File: src/rtl/fatan2_pkg.sv
// Shared constants and types for the fast four-quadrant arctangent pipeline
package fatan2_pkg;

	localparam int IN_WIDTH_DEF   = 16;
	localparam int FRAC           = 16;
	localparam int BITS_PER_STAGE = 2;
	localparam int DIV_STAGES     = FRAC / BITS_PER_STAGE;
	localparam int ANGLE_W        = 16;
	localparam int R_W            = 18;

	localparam logic [15:0] C1_MAG = 16'd21471;
	localparam logic [15:0] C2_MAG = 16'd10441;
	localparam logic [15:0] C3_MAG = 16'd3047;
	localparam logic [R_W-1:0] HALF_PI_Q16 = 18'd102944;
	localparam logic [R_W-1:0] PI_Q16      = 18'd205887;
	localparam logic [R_W-1:0] ROUND_HALF  = 18'd4;

	typedef struct packed {
		logic swap;
		logic xneg;
		logic yneg;
		logic zero;
		logic eq;
	} flags_t;

endpackage

File: src/rtl/fatan2_if.sv
// Valid/ready channel interfaces for vectors in and angles out
interface fatan2_in_if #(
	parameter int IN_WIDTH = fatan2_pkg::IN_WIDTH_DEF
);
	logic                       valid;
	logic                       ready;
	logic signed [IN_WIDTH-1:0] x_in;
	logic signed [IN_WIDTH-1:0] y_in;

	modport source (output valid, output x_in, output y_in, input ready);
	modport sink (input valid, input x_in, input y_in, output ready);
endinterface

interface fatan2_out_if;
	logic                                   valid;
	logic                                   ready;
	logic signed [fatan2_pkg::ANGLE_W-1:0] angle;
	logic                                   undefined;

	modport source (output valid, output angle, output undefined, input ready);
	modport sink (input valid, input angle, input undefined, output ready);
endinterface

File: src/rtl/fast_atan2_approximation.sv
// Pipelined four-quadrant arctangent of a signed vector, Q3.13 radian output
//
// Channel vec carries one vector (x_in, y_in) per transfer; channel res returns
// one angle per vector, in order, as Q3.13 radians in -pi..pi. When both
// components are zero, angle is 0 and undefined is 1.
// The pipeline has 15 register stages: one for magnitudes and octant, eight for
// the ratio divider (two quotient bits per stage), five for the polynomial
// multiplies and one for reflection and rounding into the output register.
// Throughput: one vector per cycle while the receiver does not stall.
// Each stage advances when it is empty or the stage after it advances, so
// bubbles collapse: while res.ready is low, vec.ready stays high until every
// stage holds an item; nothing is dropped or repeated.
// Reset (arst_n low) clears all valid bits; the pipeline is empty afterwards.
module fast_atan2_approximation #(
	parameter int IN_WIDTH = fatan2_pkg::IN_WIDTH_DEF
) (
	input  logic         clk,
	input  logic         arst_n,
	fatan2_in_if.sink    vec,
	fatan2_out_if.source res
);

	localparam int W      = IN_WIDTH;
	localparam int FRAC   = fatan2_pkg::FRAC;
	localparam int BPS    = fatan2_pkg::BITS_PER_STAGE;
	localparam int DIV_ST = fatan2_pkg::DIV_STAGES;
	localparam int ST_M1  = DIV_ST + 1;
	localparam int ST_M2  = DIV_ST + 2;
	localparam int ST_M3  = DIV_ST + 3;
	localparam int ST_M4  = DIV_ST + 4;
	localparam int ST_M5  = DIV_ST + 5;
	localparam int ST_OUT = DIV_ST + 6;
	localparam int NUM_ST = ST_OUT + 1;
	localparam int R_W    = fatan2_pkg::R_W;
	localparam int AW     = fatan2_pkg::ANGLE_W;

	logic [NUM_ST-1:0] vld_s;
	logic [NUM_ST-1:0] adv;

	fatan2_pkg::flags_t flg_s [0:ST_OUT-1];
	logic [W-1:0]       rem_s [0:DIV_ST];
	logic [W-1:0]       hi_s  [0:DIV_ST];
	logic [FRAC-1:0]    q_s   [0:DIV_ST];

	logic [15:0] a_s10, s_s10;
	logic [15:0] a_s11, s_s11, t_s11;
	logic [15:0] a_s12, s_s12, u_s12;
	logic [15:0] a_s13, p_s13;
	logic [15:0] r_s14;
	logic signed [AW-1:0] angle_s15;
	logic                 undf_s15;

	// Stage advance: empty here or anywhere downstream, or the receiver takes
	always_comb begin
		for (int k = 0; k < NUM_ST; k++) begin
			adv[k] = res.ready | (|(~vld_s & ({NUM_ST{1'b1}} << k)));
		end
	end

	assign vec.ready = adv[0];

	always_ff @(posedge clk or negedge arst_n) begin
		if (!arst_n) begin
			vld_s <= '0;
		end else begin
			if (adv[0]) begin
				vld_s[0] <= vec.valid;
			end
			for (int k = 1; k < NUM_ST; k++) begin
				if (adv[k]) begin
					vld_s[k] <= vld_s[k-1];
				end
			end
		end
	end

	// Magnitudes, octant and quadrant flags
	logic         xneg, yneg;
	logic [W-1:0] ax, ay;

	always_comb begin
		xneg = vec.x_in[W-1];
		yneg = vec.y_in[W-1];
		ax   = xneg ? W'(~vec.x_in + 1'b1) : W'(vec.x_in);
		ay   = yneg ? W'(~vec.y_in + 1'b1) : W'(vec.y_in);
	end

	always_ff @(posedge clk) begin
		if (adv[0]) begin
			rem_s[0]      <= (ax < ay) ? ax : ay;
			hi_s[0]       <= (ax < ay) ? ay : ax;
			q_s[0]        <= '0;
			flg_s[0].swap <= ay > ax;
			flg_s[0].xneg <= xneg;
			flg_s[0].yneg <= yneg;
			flg_s[0].zero <= (ax == '0) && (ay == '0);
			flg_s[0].eq   <= ax == ay;
		end
	end

	always_ff @(posedge clk) begin
		for (int k = 1; k < ST_OUT; k++) begin
			if (adv[k]) begin
				flg_s[k] <= flg_s[k-1];
			end
		end
	end

	// Restoring divider: (lo << FRAC) / hi, BPS quotient bits per stage
	for (genvar g = 0; g < DIV_ST; g++) begin : g_div
		logic [W-1:0]    rem_nx;
		logic [FRAC-1:0] q_nx;

		always_comb begin
			logic [W:0] r2;
			rem_nx = rem_s[g];
			q_nx   = q_s[g];
			for (int b = 0; b < BPS; b++) begin
				r2 = {rem_nx, 1'b0};
				if (r2 >= {1'b0, hi_s[g]}) begin
					rem_nx = W'(r2 - {1'b0, hi_s[g]});
					q_nx   = {q_nx[FRAC-2:0], 1'b1};
				end else begin
					rem_nx = r2[W-1:0];
					q_nx   = {q_nx[FRAC-2:0], 1'b0};
				end
			end
		end

		always_ff @(posedge clk) begin
			if (adv[g+1]) begin
				rem_s[g+1] <= rem_nx;
				hi_s[g+1]  <= hi_s[g];
				q_s[g+1]   <= q_nx;
			end
		end
	end

	// Polynomial on magnitudes: r = a - a*s*u, u = c1 - s*(c2 - s*c3)
	logic [15:0] a_sat;
	logic [31:0] prod_m1, prod_m2, prod_m3, prod_m4, prod_m5;

	always_comb begin
		a_sat   = flg_s[DIV_ST].eq ? 16'hFFFF : q_s[DIV_ST];
		prod_m1 = 32'(a_sat) * 32'(a_sat);
		prod_m2 = 32'(s_s10) * 32'(fatan2_pkg::C3_MAG);
		prod_m3 = 32'(s_s11) * 32'(t_s11);
		prod_m4 = 32'(s_s12) * 32'(u_s12);
		prod_m5 = 32'(a_s13) * 32'(p_s13);
	end

	always_ff @(posedge clk) begin
		if (adv[ST_M1]) begin
			a_s10 <= a_sat;
			s_s10 <= prod_m1[31:16];
		end
		if (adv[ST_M2]) begin
			a_s11 <= a_s10;
			s_s11 <= s_s10;
			t_s11 <= fatan2_pkg::C2_MAG - prod_m2[31:16];
		end
		if (adv[ST_M3]) begin
			a_s12 <= a_s11;
			s_s12 <= s_s11;
			u_s12 <= fatan2_pkg::C1_MAG - prod_m3[31:16];
		end
		if (adv[ST_M4]) begin
			a_s13 <= a_s12;
			p_s13 <= prod_m4[31:16];
		end
		if (adv[ST_M5]) begin
			r_s14 <= a_s13 - prod_m5[31:16];
		end
	end

	// Reflect into octant and quadrant, round half up to Q3.13
	logic [R_W-1:0]  r_oct, r_quad, r_rnd;
	logic [AW-1:0]   mag;
	logic [AW-1:0]   angle_nx;

	always_comb begin
		r_oct  = flg_s[ST_M5].swap ? fatan2_pkg::HALF_PI_Q16 - R_W'(r_s14) : R_W'(r_s14);
		r_quad = flg_s[ST_M5].xneg ? fatan2_pkg::PI_Q16 - r_oct : r_oct;
		r_rnd  = r_quad + fatan2_pkg::ROUND_HALF;
		mag    = AW'(r_rnd >> 3);
		if (flg_s[ST_M5].zero) begin
			angle_nx = '0;
		end else if (flg_s[ST_M5].yneg) begin
			angle_nx = ~mag + 1'b1;
		end else begin
			angle_nx = mag;
		end
	end

	always_ff @(posedge clk) begin
		if (adv[ST_OUT]) begin
			angle_s15 <= $signed(angle_nx);
			undf_s15  <= flg_s[ST_M5].zero;
		end
	end

	assign res.valid     = vld_s[ST_OUT];
	assign res.angle     = angle_s15;
	assign res.undefined = undf_s15;

	a_undef_zero: assert property (@(posedge clk) disable iff (!arst_n)
		res.valid && res.undefined |-> res.angle == '0)
		else $error("undefined result with nonzero angle");

	a_range: assert property (@(posedge clk) disable iff (!arst_n)
		res.valid |-> (res.angle <= 16'sd25736) && (res.angle >= -16'sd25736))
		else $error("angle outside -pi..pi");

	a_full_stall: assert property (@(posedge clk) disable iff (!arst_n)
		!vec.ready |-> (&vld_s) && !res.ready)
		else $error("input stalled while pipeline has a bubble");

	a_enter: assert property (@(posedge clk) disable iff (!arst_n)
		vec.valid && vec.ready |=> vld_s[0])
		else $error("transfer did not enter first stage");

endmodule

File: src/flat_wrapper.sv
// flat-port wrapper written by rule: the top's interface ports become plain ports
module fast_atan2_approximation_flat 
#(
	parameter int IN_WIDTH = fatan2_pkg::IN_WIDTH_DEF
)
  (clk, arst_n, vec_valid, vec_x_in, vec_y_in, vec_ready, res_valid, res_angle, res_undefined, res_ready);
  fatan2_in_if #(.IN_WIDTH(IN_WIDTH)) vec_i ();
  fatan2_out_if res_i ();
  input  logic clk;
  input  logic arst_n;
  input wire logic [$bits(vec_i.valid)-1:0] vec_valid;
  input wire logic [$bits(vec_i.x_in)-1:0] vec_x_in;
  input wire logic [$bits(vec_i.y_in)-1:0] vec_y_in;
  output wire logic [$bits(vec_i.ready)-1:0] vec_ready;
  output wire logic [$bits(res_i.valid)-1:0] res_valid;
  output wire logic [$bits(res_i.angle)-1:0] res_angle;
  output wire logic [$bits(res_i.undefined)-1:0] res_undefined;
  input wire logic [$bits(res_i.ready)-1:0] res_ready;
  assign vec_i.valid = vec_valid;
  assign vec_i.x_in = vec_x_in;
  assign vec_i.y_in = vec_y_in;
  assign vec_ready = vec_i.ready;
  assign res_valid = res_i.valid;
  assign res_angle = res_i.angle;
  assign res_undefined = res_i.undefined;
  assign res_i.ready = res_ready;
  fast_atan2_approximation #(.IN_WIDTH(IN_WIDTH)) u_core (.clk(clk), .arst_n(arst_n), .vec(vec_i), .res(res_i));
endmodule
File: config.mk
export PLATFORM = sky130hd
export DESIGN_NAME = fast_atan2_approximation_flat
export DESIGN_NICKNAME = d
export VERILOG_FILES = /design/src/rtl/fatan2_pkg.sv /design/src/rtl/fatan2_if.sv /design/src/rtl/fast_atan2_approximation.sv /design/src/flat_wrapper.sv
export SDC_FILE = /design/constraint.sdc
export NUM_CORES = 2
export LEC_CHECK = 0
export ABC_AREA = 1
export BUFFER_PORTS_ARGS = -buffer_cell sky130_fd_sc_hd__buf_4
export CAP_MARGIN = 25
export CORE_AREA = 2 2 422 424
export DETAILED_ROUTE_END_ITERATION = 12
export DIE_AREA = 0 0 424 426
export GPL_TIMING_DRIVEN = 0
export PLACE_DENSITY = 0.55
export SLEW_MARGIN = 20
export SYNTH_ARGS = -nofsm -noshare
export SYNTH_HDL_FRONTEND = slang
export SYNTH_SLANG_ARGS = --single-unit
File: constraint.sdc
create_clock -name clk -period 23.8 [get_ports clk]
set_input_delay 3.57 -clock clk [delete_from_list [all_inputs] [get_ports clk]]
set_output_delay 3.57 -clock clk [all_outputs]
set_load 0.01 [all_outputs]
==> run summary <==
Run status - finished, final reports clean
Hold_buf cts - 0
Final setup violating endpoints - 0
Fillers - 17600
Clk_skew - 0.0393 ns
Final wirelength - 176000 um
Ys async rst share - 2.50%
Vias in the first global route - 53100
P&R area growth vs syn - 8.48%
Htree depth - 3
Post-cts resize count - 0
Worst Tran Pin Value - 0.986 ns
Area of the mapped netlist - 70000 sq um
Number of routed nets with antenna violations - 0
Synth unique cells - 65
First-pass GRT wire length - 286000 um
Leading post-synthesis cells by cell area - edfxtp_1 25%, fa_1 23%, ha_1 14%
Post-layout min period - 12.55 ns
Post-Syn Nets - 9645
Die height - 426 um
Critical path class - in2out
Kind of end point of the critical path - primary output
Via Count - 51600
GR Overflow Total - 0
Via density - 4.88
Layout cells sized above 1 - 4.17%
Largest net degree at the start of global routing - 55
Postcts setup bufs - 0
Worst min path class - reg2reg
Synth warnings - 0
Worst Path Required - 20.23 ns
Main synth FF type - edfxtp_1
Antenna cells - 0
Final period utilization - 52.7%
Final hold vios - 0
PortBufs - 54
# clock sinks - 599
Post-synthesis cell count - 8034
Io pins - 55
Storage element area - 17900 sq um
Total negative setup slack - 0 ns
DR pass1 iterations - 6
Critical path launch point type - primary input
DP HPWL - 147000 um
Crit-path max FO - 54
Initial core utilization - 39.8%
Share of the synthesized area in the top cell type - 25.1%
Tot GR Track Use - 19.9%
Register area share after synthesis - 25.6%
Fmax - 79.7 MHz
Initial antenna violation count - 0
Most instantiated cells after synthesis - 1819 x inv_1, 1708 x nand2_1, 803 x fa_1, 772 x ha_1, 584 x edfxtp_1
Critical path data arrival time - 8.98 ns
Final GP Congestion - 0.880
Chip Width - 424 um
Nets - 9783
Max Cap Viol - 0
TritonCTS clock tree - yes
Max Root-Sink Buffers - 3
Yosys top cell by area - edfxtp_1
Clock Latency Late Sink - 0.66 ns
EDFF count, synth - 584
Mean Syn Cell Area - 8.71 sq um
Row count - 154
RSZ-0062 raised after global routing - no
Total CTS buffers - 70
Die area - 181000 sq um
Worst-path clk slew - 0.06 ns
Detail-routed net length per standard cell - 16.6 um
Area of the multi-input gates - 44100 sq um
R2r setup slk - 14.01 ns
Core Region - 176000 sq um
Initial drt markers - 3076
Top-count cell post-synth - inv_1
Slew Limit Fails - 0
Slew margin rel. - 34.2%
FF+latch count, synth - 599
Root buf cell - clkbuf_16
# DRC - 0
==> cell families after synthesis <==
group | Yosys count | synth area share, %
multiplexers | 1 | 0.0161
flip-flops | 599 | 25.6
XOR/XNOR | 347 | 4.34
buffers and inverters | 2086 | 11.4
AND/OR/NAND/NOR | 2468 | 14.3
adder cells (fa/ha/maj) | 1575 | 36.8
AO/OA/AOI/OAI | 958 | 7.55
==> placed cells by master (no fill, tap or decap), types with 63 or more instances in the layout <==
cell type  netlist  layout
nor2_1         376     376
clkbuf_16        0      71
o21ai_0        325     325
inv_1         1819    1812
fa_1           803     803
clkbuf_1       195     209
xnor2_1        176     176
nand3_1        177     177
ha_1           772     772
nand2_1       1708    1703
xor2_1         171     171
buf_4            8      63
a21oi_1        404     404
edfxtp_1       584     584
==> cell type report <==
type	count	share of cell area (%)
clock inverters	39	0.538
repair buffers	66	0.864
plain buffers	239	1.36
well taps	2340	3.86
inverters	1847	9.17
clock buffers	90	2.50
flip-flops and latches	599	23.6
multi-input cells	5349	58.1
==> per-layer routing <==
layer	wire length [um]	share of wire, %	up-vias	GRT usage, %
li1	-	-	25300	-
met1	78800	45	25100	26.3
met2	86600	49	1021	34.9
met3	7010	4.0	187	1.98
met4	3330	1.9	0	4.48
met5	0	0	-	0
==> path summary, 6_finish.rpt <==
kind	from	end	depth (start not counted)
max in group asynchronous	arst_n	u_core.vld_s[13]$_DFFE_PN0P_	1
min in group asynchronous	arst_n	u_core.vld_s[1]$_DFFE_PN0P_	1
setup reg to reg	u_core.a_s13[7]$_DFFE_PP_	u_core.r_s14[15]$_DFFE_PP_	37
hold / removal	u_core.flg_s[1][8]$_DFFE_PP_	u_core.flg_s[1][13]$_DFFE_PP_	0
setup / recovery	res_ready	vec_ready	21
hold reg to reg	u_core.flg_s[1][8]$_DFFE_PP_	u_core.flg_s[1][13]$_DFFE_PP_	0
==> through the flow <==
step / cells / area (sq um) / util (%) / hold slack, ns / worst slack (ns)
final: 10600 / 75900 / 43.2 / 0.405 / 11.25
after global routing: 10600 / 75900 / 43.2 / 0.408 / 10.60
after CTS: 10600 / 75900 / 43.2 / 0.406 / 11.07
after detailed placement: 10400 / 73600 / 41.9 / 0.405 / 11.11
after global placement: 10400 / 73300 / 41.7 / 0.403 / 2.98
after floorplan: 8034 / 70000 / - / 0.400 / 7.67
==> critical path, stage by stage <==
cell     delay, ns
buf_4         0.12
nor2_1        0.19
nand2_2       0.40
nor2_1        0.32
inv_4         0.06
buf_16        0.18
nor2_1        0.16
inv_2         0.21
nor2_1        0.17
inv_2         0.31
nor2_1        0.18
inv_1         0.43
nor2_2        0.40
nand2_4       0.17
nor2_2        0.22
nand2_4       0.37
nor2_2        0.29
nand2_2       0.41
nor2_2        0.30
nand2_2       0.20
buf_4         0.20
==> sequential cells by signal (all words and copies together), names as in the netlist, 65 cells and up <==
signal,flops
u_core.flg_s,65
u_core.q_s,72
u_core.hi_s,128
u_core.rem_s,128
Power is not shown: default switching activity piles up to over one toggle a cycle in this logic, so the estimate is an artifact.
